`src/design/b24rgb_pkg.sv`:
```
package b24rgb_pkg;

  // parser phases, one-hot
  typedef enum logic [3:0] {
    PH_HEADER     = 4'b0001,
    PH_HEADER_BAD = 4'b0010,
    PH_PIXELS     = 4'b0100,
    PH_IDLE       = 4'b1000
  } phase_t;

  // result kinds carried on out_tuser
  localparam logic [1:0] KIND_PIXEL  = 2'd0;
  localparam logic [1:0] KIND_ACCEPT = 2'd1;
  localparam logic [1:0] KIND_REJECT = 2'd2;

  // configuration register indexes
  localparam logic [1:0] REG_ORIGIN_X  = 2'd0;
  localparam logic [1:0] REG_ORIGIN_Y  = 2'd1;
  localparam logic [1:0] REG_DISP_W    = 2'd2;
  localparam logic [1:0] REG_DISP_H    = 2'd3;

  localparam int unsigned MAX_DIM_DEF = 4096;

  // header byte positions where a field completes
  localparam logic [31:0] HIDX_SIG    = 32'd1;
  localparam logic [31:0] HIDX_OFFSET = 32'd13;
  localparam logic [31:0] HIDX_WIDTH  = 32'd21;
  localparam logic [31:0] HIDX_HEIGHT = 32'd25;
  localparam logic [31:0] HIDX_PLANES = 32'd27;
  localparam logic [31:0] HIDX_DEPTH  = 32'd29;
  localparam logic [31:0] HIDX_COMPR  = 32'd33;

  localparam logic [15:0] BMP_SIGNATURE = 16'h4D42;
  localparam logic [15:0] BMP_PLANES    = 16'd1;
  localparam logic [15:0] BMP_DEPTH     = 16'd24;
  localparam logic [31:0] MIN_OFFSET    = 32'd34;

  localparam logic [12:0] DISP_LIMIT     = 13'd4096;
  localparam logic [12:0] DISP_W_DEFAULT = 13'd320;
  localparam logic [12:0] DISP_H_DEFAULT = 13'd240;

endpackage

```
`src/design/bmp24_stream_to_rgb565.sv`:
```
// bmp24_stream_to_rgb565: 24-bit BMP byte stream to RGB565 pixel stream
//
// input channel: one file byte per transaction on in_tdata, in file order;
// in_tuser high marks byte 0 of a new file and restarts the header parse.
// the 34-byte header is checked, then exactly one status transaction is
// sent (out_tuser = accepted or rejected). after acceptance the bytes up to
// the pixel offset are skipped, each BGR triple becomes one RGB565 pixel
// transaction with display coordinates, row padding is dropped, and pixels
// outside the display window are cropped. out_tlast flags the final visible
// pixel. all other bytes produce no output.
// throughput: one byte per cycle while in_tready is high, set by the single
// registered step that updates the parser counters and the result register together.
// reset (rst_n low, synchronous): config registers return to origin 0,0 and
// a 320x240 display; the parser expects header byte 0 next.
// stalls: results sit in an output register backed by a one-entry skid
// register; in_tready drops only once both are full.
// config writes (cfg_we) are expected only while no transaction is in flight.
module bmp24_stream_to_rgb565 #(
  parameter int unsigned MAX_DIM = b24rgb_pkg::MAX_DIM_DEF
) (
  input  logic        clk,
  input  logic        rst_n,
  // input stream
  input  logic        in_tvalid,
  output logic        in_tready,
  input  logic [7:0]  in_tdata,   // [7:0] file_byte
  input  logic        in_tuser,   // [0] start_of_file
  // result stream
  output logic        out_tvalid,
  input  logic        out_tready,
  output logic [39:0] out_tdata,  // [11:0] pixel_x, [23:12] pixel_y, [39:24] color
  output logic [1:0]  out_tuser,  // [1:0] kind
  output logic        out_tlast,  // last visible pixel
  // config write port
  input  logic        cfg_we,
  input  logic [1:0]  cfg_addr,
  input  logic [12:0] cfg_wdata
);
  import b24rgb_pkg::*;

  // config registers
  logic [11:0] origin_x_r, origin_y_r;
  logic [12:0] disp_w_r, disp_h_r;

  // parser state
  logic [31:0] byte_index_r, byte_index_nxt;
  phase_t      phase_r, phase_nxt;
  logic [31:0] hdr_shift_r, hdr_shift_nxt;
  logic [31:0] pix_offset_r, pix_offset_nxt;
  logic [12:0] img_w_r, img_w_nxt;
  logic [12:0] img_h_r, img_h_nxt;
  logic        top_down_r, top_down_nxt;
  logic [12:0] file_row_r, file_row_nxt;
  logic [12:0] col_r, col_nxt;       // pixel column within the file row
  logic [1:0]  sub_r, sub_nxt;       // byte within the BGR triple
  logic [1:0]  pad_r, pad_nxt;       // padding bytes seen at end of row
  logic [7:0]  blue_r, blue_nxt;
  logic [7:0]  green_r, green_nxt;

  // result of the current byte
  logic        res_valid;
  logic [1:0]  res_kind;
  logic [11:0] res_x, res_y;
  logic [15:0] res_color;
  logic        res_last;

  // output register and skid register
  logic        out_v_r, skid_v_r;
  logic [39:0] out_data_r, skid_data_r;
  logic [1:0]  out_kind_r, skid_kind_r;
  logic        out_last_r, skid_last_r;

  logic in_acc;
  logic push;

  assign in_tready  = ~skid_v_r;
  assign in_acc     = in_tvalid & in_tready;
  assign push       = in_acc & res_valid;
  assign out_tvalid = out_v_r;
  assign out_tdata  = out_data_r;
  assign out_tuser  = out_kind_r;
  assign out_tlast  = out_last_r;

  // header, skip and pixel step for one byte
  always_comb begin
    logic [31:0] cur_idx;
    phase_t      cur_phase;
    logic [31:0] cur_shift;
    logic        ok;
    logic [31:0] hmag;
    logic [12:0] dw, dh, px_sum, py_sum, drow, cw_a, ch_a, cw, ch, last_row;
    logic        row_end;

    cur_idx   = in_tuser ? 32'd0 : byte_index_r;
    cur_phase = in_tuser ? PH_HEADER : phase_r;
    cur_shift = in_tuser ? 32'd0 : hdr_shift_r;

    byte_index_nxt = (cur_idx != 32'hFFFF_FFFF) ? cur_idx + 32'd1 : cur_idx;
    phase_nxt      = cur_phase;
    hdr_shift_nxt  = cur_shift;
    pix_offset_nxt = pix_offset_r;
    img_w_nxt      = img_w_r;
    img_h_nxt      = img_h_r;
    top_down_nxt   = top_down_r;
    file_row_nxt   = file_row_r;
    col_nxt        = col_r;
    sub_nxt        = sub_r;
    pad_nxt        = pad_r;
    blue_nxt       = blue_r;
    green_nxt      = green_r;

    res_valid = 1'b0;
    res_kind  = KIND_PIXEL;
    res_x     = '0;
    res_y     = '0;
    res_color = '0;
    res_last  = 1'b0;

    ok      = (cur_phase == PH_HEADER);
    hmag    = '0;
    row_end = 1'b0;

    // window geometry, display sizes clamp at 4096
    dw       = (disp_w_r > DISP_LIMIT) ? DISP_LIMIT : disp_w_r;
    dh       = (disp_h_r > DISP_LIMIT) ? DISP_LIMIT : disp_h_r;
    drow     = top_down_r ? file_row_r : img_h_r - 13'd1 - file_row_r;
    px_sum   = {1'b0, origin_x_r} + col_r;
    py_sum   = {1'b0, origin_y_r} + drow;
    cw_a     = dw - {1'b0, origin_x_r};
    ch_a     = dh - {1'b0, origin_y_r};
    cw       = (cw_a < img_w_r) ? cw_a : img_w_r;
    ch       = (ch_a < img_h_r) ? ch_a : img_h_r;
    last_row = top_down_r ? ch - 13'd1 : img_h_r - 13'd1;

    case (cur_phase)
      PH_HEADER, PH_HEADER_BAD: begin
        hdr_shift_nxt = {in_tdata, cur_shift[31:8]};
        hmag = hdr_shift_nxt[31] ? (32'd0 - hdr_shift_nxt) : hdr_shift_nxt;
        case (cur_idx)
          HIDX_SIG: begin
            if (hdr_shift_nxt[31:16] != BMP_SIGNATURE) ok = 1'b0;
          end
          HIDX_OFFSET: begin
            pix_offset_nxt = hdr_shift_nxt;
            if (hdr_shift_nxt < MIN_OFFSET) ok = 1'b0;
          end
          HIDX_WIDTH: begin
            if (hdr_shift_nxt > 32'(MAX_DIM)) ok = 1'b0;
            else img_w_nxt = hdr_shift_nxt[12:0];
          end
          HIDX_HEIGHT: begin
            top_down_nxt = hdr_shift_nxt[31];
            if (hmag > 32'(MAX_DIM)) ok = 1'b0;
            else img_h_nxt = hmag[12:0];
          end
          HIDX_PLANES: begin
            if (hdr_shift_nxt[31:16] != BMP_PLANES) ok = 1'b0;
          end
          HIDX_DEPTH: begin
            if (hdr_shift_nxt[31:16] != BMP_DEPTH) ok = 1'b0;
          end
          default: ;
        endcase
        if (cur_idx == HIDX_COMPR) begin
          if (hdr_shift_nxt != 32'd0) ok = 1'b0;
          res_valid    = 1'b1;
          res_kind     = ok ? KIND_ACCEPT : KIND_REJECT;
          file_row_nxt = '0;
          col_nxt      = '0;
          sub_nxt      = '0;
          pad_nxt      = '0;
          phase_nxt    = (ok && img_w_r != 13'd0 && img_h_r != 13'd0) ? PH_PIXELS : PH_IDLE;
        end else begin
          phase_nxt = ok ? PH_HEADER : PH_HEADER_BAD;
        end
      end
      PH_PIXELS: begin
        if (cur_idx >= pix_offset_r) begin
          if (col_r < img_w_r) begin
            case (sub_r)
              2'd0: begin
                blue_nxt = in_tdata;
                sub_nxt  = 2'd1;
              end
              2'd1: begin
                green_nxt = in_tdata;
                sub_nxt   = 2'd2;
              end
              default: begin
                sub_nxt = 2'd0;
                col_nxt = col_r + 13'd1;
                row_end = (col_nxt == img_w_r) && (img_w_r[1:0] == 2'd0);
                if (px_sum < dw && py_sum < dh) begin
                  res_valid = 1'b1;
                  res_kind  = KIND_PIXEL;
                  res_x     = px_sum[11:0];
                  res_y     = py_sum[11:0];
                  res_color = {in_tdata[7:3], green_r[7:2], blue_r[7:3]};
                  res_last  = (col_r == cw - 13'd1) && (file_row_r == last_row);
                end
              end
            endcase
          end else begin
            // padding to a four-byte row: width mod 4 bytes
            pad_nxt = pad_r + 2'd1;
            row_end = (pad_nxt == img_w_r[1:0]);
          end
          if (row_end) begin
            col_nxt      = '0;
            sub_nxt      = '0;
            pad_nxt      = '0;
            file_row_nxt = file_row_r + 13'd1;
            if (file_row_nxt >= img_h_r) phase_nxt = PH_IDLE;
          end
        end
      end
      default: ;
    endcase
  end

  // config registers
  always_ff @(posedge clk) begin
    if (!rst_n) begin
      origin_x_r <= '0;
      origin_y_r <= '0;
      disp_w_r   <= DISP_W_DEFAULT;
      disp_h_r   <= DISP_H_DEFAULT;
    end else if (cfg_we) begin
      case (cfg_addr)
        REG_ORIGIN_X: origin_x_r <= cfg_wdata[11:0];
        REG_ORIGIN_Y: origin_y_r <= cfg_wdata[11:0];
        REG_DISP_W:   disp_w_r   <= cfg_wdata;
        REG_DISP_H:   disp_h_r   <= cfg_wdata;
        default: ;
      endcase
    end
  end

  // parser state
  always_ff @(posedge clk) begin
    if (!rst_n) begin
      byte_index_r <= '0;
      phase_r      <= PH_HEADER;
      hdr_shift_r  <= '0;
      pix_offset_r <= '0;
      img_w_r      <= '0;
      img_h_r      <= '0;
      top_down_r   <= 1'b0;
      file_row_r   <= '0;
      col_r        <= '0;
      sub_r        <= '0;
      pad_r        <= '0;
      blue_r       <= '0;
      green_r      <= '0;
    end else if (in_acc) begin
      byte_index_r <= byte_index_nxt;
      phase_r      <= phase_nxt;
      hdr_shift_r  <= hdr_shift_nxt;
      pix_offset_r <= pix_offset_nxt;
      img_w_r      <= img_w_nxt;
      img_h_r      <= img_h_nxt;
      top_down_r   <= top_down_nxt;
      file_row_r   <= file_row_nxt;
      col_r        <= col_nxt;
      sub_r        <= sub_nxt;
      pad_r        <= pad_nxt;
      blue_r       <= blue_nxt;
      green_r      <= green_nxt;
    end
  end

  // output register with skid entry behind it
  always_ff @(posedge clk) begin
    if (!rst_n) begin
      out_v_r  <= 1'b0;
      skid_v_r <= 1'b0;
    end else if (!out_v_r || out_tready) begin
      // skid full implies in_tready low, so no new push here
      if (skid_v_r) begin
        out_v_r  <= 1'b1;
        skid_v_r <= 1'b0;
      end else begin
        out_v_r <= push;
      end
    end else if (push) begin
      skid_v_r <= 1'b1;
    end
  end

  always_ff @(posedge clk) begin
    if (!out_v_r || out_tready) begin
      if (skid_v_r) begin
        out_data_r <= skid_data_r;
        out_kind_r <= skid_kind_r;
        out_last_r <= skid_last_r;
      end else if (push) begin
        out_data_r <= {res_color, res_y, res_x};
        out_kind_r <= res_kind;
        out_last_r <= res_last;
      end
    end else if (push) begin
      skid_data_r <= {res_color, res_y, res_x};
      skid_kind_r <= res_kind;
      skid_last_r <= res_last;
    end
  end

endmodule

```
`config.mk`:
```
export PLATFORM = sky130hd
export DESIGN_NAME = bmp24_stream_to_rgb565
export DESIGN_NICKNAME = d
export VERILOG_FILES = /design/src/design/b24rgb_pkg.sv /design/src/design/bmp24_stream_to_rgb565.sv
export SDC_FILE = /design/constraint.sdc
export NUM_CORES = 1
export LEC_CHECK = 0
export BUFFER_PORTS_ARGS = -buffer_cell sky130_fd_sc_hd__buf_2
export CAP_MARGIN = 20
export CORE_MARGIN = 1
export CORE_UTILIZATION = 60
export CTS_CLUSTER_SIZE = 16
export DETAILED_ROUTE_END_ITERATION = 6
export PLACE_DENSITY = 0.77
export SYNTH_ARGS = -nofsm -noshare
export SYNTH_HDL_FRONTEND = slang
export SYNTH_SLANG_ARGS = --single-unit
```
`constraint.sdc`:
```
create_clock -name clk -period 28.5 [get_ports clk]
set_clock_uncertainty 0.2 [all_clocks]
set_input_delay 5.7 -clock clk [delete_from_list [all_inputs] [get_ports clk]]
set_output_delay 5.7 -clock clk [all_outputs]
set_load 0.005 [all_outputs]
```
==> reports/summary.txt <==
min cycle time layout: 10630 ps
post-CTS resize count: 0
# diodes: 0
PortBufs: 73
Commonest cells post-synth: nand2_1, a21oi_1, nor2_1, dfxtp_1, ha_1
via/cell ratio: 6.09
synthesized area per cell: 8.02 µm²
total die area: 36700 µm²
WP data required: 28780 ps
Design Area, Final: 23300 µm²
Final Hold Vio Count: 0
Multi-input gate area: 13500 µm²
crit share post-route: 37.3%
layout cells sized above 1: 8.83%
number of cell rows: 69
GR Util All Layers: 32.9%
cell repeated most along the worst path: or3_1
vias in the first global route: 18500
Die Ht: 192 µm
CTS clock-pin slew for the worst setup and hold paths: 60 ps
dominant synthesized flop cell: dfxtp_1
FFs w/ async S/R, synth: 0%
Seq/Total Area, Yosys: 31.6%
max_slew headroom: 23.1%
Top delay family on crit path: simple AND/OR/NAND/NOR gates
status: completed
max_cap viols: 0
Critical path buffers and inverters: 3
effective utilization at floorplan: 60.8%
RSZ-0062 raised after global routing: no
yosys warns: 0
Synth Instances: 2689
area grow syn2layout: 8.09%
total gr overflow: 0
Post-CTS Hold Buffers: 0
slowest CP cell: buf_4
routed len/inst: 19.0 µm
CTS tree: done
post-CTS setup buffers: 0
overall routed net length: 60300 µm
top-count cell post-synth: nand2_1
Syn Std Cell Area: 21600 µm²
Synth top area share: 19.7%
Antenna Nets Post-Route: 0
clk_lat worst skew: 570 ps
Setup TNS: 0 ps
antenna violations before repair: 0
pin count of the biggest net entering global routing: 103
router iterations before antenna repair: 5
Reg area: 6830 µm²
worst r2r src: img_h_r[0]$_SDFFE_PN0P_
number of fill cells: 3053
CP max FO: 66
Critical Path Source: in_tuser
Detail Placement HPWL: 45800 µm
Die Width: 192 µm
Placer Congestion: 0.999
reg2reg setup slack: 20170 ps
number of flops mapped to enable cells by yosys: 86
flops & latches, synth: 298
clk buf depth: 3
CTS root buffer: clkbuf_16
Worst path max stage delay: 640 ps
Reg2Reg Capture Point: out_tdata[15]$_DFFE_PP_
startpoint types: input pin
Setup violations, final: 0
Post-DP Area: 22100 µm²
CP endpoint kind: flip-flop
Worst Hold Launch: pix_offset_r[20]$_SDFFE_PN0P_
cell taking the most area after synthesis: dfxtp_1
WHS Endpoint: pix_offset_r[20]$_SDFFE_PN0P_
LEAKAGE: 8.92 nW
library cells used by synthesis: 112
Worst Hold Class: reg -> reg
DRC: 0
pwr/cell area: 49.1 nW/µm²
top post-synthesis cells by area: dfxtp_1, edfxtp_1, ha_1, nand2_1, a21oi_1
Critical Path AT: 10910 ps
DR iter-0 viols: 1305
Via Count: 19300
Slew @ Worst Pin: 1120 ps
CP cell instances: buf_2 -> buf_4 -> nor2b_1 -> inv_1 -> ha_1 -> o21ai_1 -> or3_1 -> mux2_1 -> o22a_1 -> or4_1 -> nor4b_2 -> nand2_1 -> or3_1 -> a21oi_1
Max Freq: 0.0940 GHz
Clock Sink Count: 298
final net count: 2887
Core Area: 35500 µm²
Ports: 74
Peak supply drop: 0.0780 mV
CP Class: in -> reg
fin. max-slew vios: 0
syn_nets: 2896
Worst R2R Path Depth: 30
TritonCTS Buffers: 36
first-pass GRT wire length: 95400 µm
worst hold path depth: 2
CTS H-tree lvls: 2
-- layout make-up --
type                    instances  share of cell area [%]
multi-input cells            2080                    58.0
flip-flops and latches        298                    29.3
clock buffers                  46                    4.29
inverters                     173                    2.81
well taps                     461                    2.47
repair buffers                 91                    2.28
clock inverters                19                   0.869
-- flip-flops by register name (all words and copies together) (netlist names), 24 cells and up --
register	cells
out_tdata	40
hdr_shift_r	24
pix_offset_r	32
byte_index_r	32
skid_data_r	40
-- metal layers --
layer / GRT usage (%) / wire [µm] / vias to the layer above
li1: - / - / 9425
met1: 39.7 / 25000 / 9036
met2: 57.1 / 28700 / 651
met3: 3.91 / 3240 / 171
met4: 17.3 / 3300 / 0
met5: 0 / 0 / -
-- report_power, final --
| group | switching, mW | total, mW | internal, mW | leakage, nW |
|---|---|---|---|---|
| combinational | 0.146 | 0.237 | 0.0908 | 6.03 |
| clock | 0.195 | 0.465 | 0.270 | 0.579 |
| sequential | 0.00493 | 0.442 | 0.437 | 2.31 |
| total | 0.346 | 1.14 | 0.798 | 8.92 |
-- worst reg2reg max path, delay by kind of cell, from the launching register on --
kind                     cells  cell delay [ps]
AO/OA/AOI/OAI               12             3250
XOR/XNOR                     3              580
adder cells (fa/ha/maj)      4             1250
buffers and inverters        4              780
flip-flops                   1              560
AND/OR/NAND/NOR              7             1440
-- how the worst max path moves through the flow --
stage,endpoint,slack [ps],depth (start not counted)
final,img_h_r[3]$_SDFFE_PN0P_,17870,14
after global routing,img_h_r[3]$_SDFFE_PN0P_,17500,14
after CTS,img_h_r[3]$_SDFFE_PN0P_,17930,13
after detailed placement,img_h_r[3]$_SDFFE_PN0P_,17360,13
after global placement,img_h_r[3]$_SDFFE_PN0P_,17430,14
after floorplan,skid_data_r[0]$_DFFE_PP_,14770,19
-- cells in the final DEF, fill, tap and decap left out, types with 26 or more instances in the layout --
master | netlist | final
clkbuf_16 | 0 | 37
and2_1 | 46 | 46
nor3_1 | 41 | 40
nor2_1 | 249 | 249
nand2b_1 | 26 | 26
xnor2_1 | 111 | 111
buf_2 | 5 | 73
nand4_1 | 37 | 37
xor2_1 | 43 | 43
nand2_1 | 366 | 366
edfxtp_1 | 86 | 86
inv_1 | 170 | 169
o21ai_0 | 94 | 94
nor4_1 | 28 | 28
dfxtp_1 | 212 | 212
mux2i_1 | 43 | 43
nor2b_1 | 75 | 74
a21oi_1 | 249 | 249
mux2_2 | 42 | 42
o31ai_1 | 26 | 26
nand3_1 | 55 | 55
ha_1 | 173 | 173
a21o_1 | 33 | 33
-- per-stage QoR --
stage / power [mW] / worst slack, ps / hold slack (ps) / util, % / cells
3_3_place_gp: 0.680 / 17430 / 243 / 62.1 / 3099
5_1_grt: 1.19 / 17500 / 270 / 65.7 / 3168
6_report: 1.14 / 17870 / 253 / 65.7 / 3168
3_5_place_dp: 0.684 / 17360 / 246 / 62.2 / 3100
2_1_floorplan: 0.631 / 14770 / 232 / - / 2689
4_1_cts: 1.15 / 17930 / 254 / 65.6 / 3165
-- logic make-up after synthesis --
kind of cell / Yosys count / share of synthesized area [%]
multiplexers: 86 / 4.24
AO/OA/AOI/OAI: 607 / 17.7
buffers and inverters: 311 / 5.79
flip-flops: 298 / 31.6
XOR/XNOR: 155 / 6.33
adder cells (fa/ha/maj): 178 / 10.5
AND/OR/NAND/NOR: 1054 / 23.8
(Power assumes the default switching activity.)
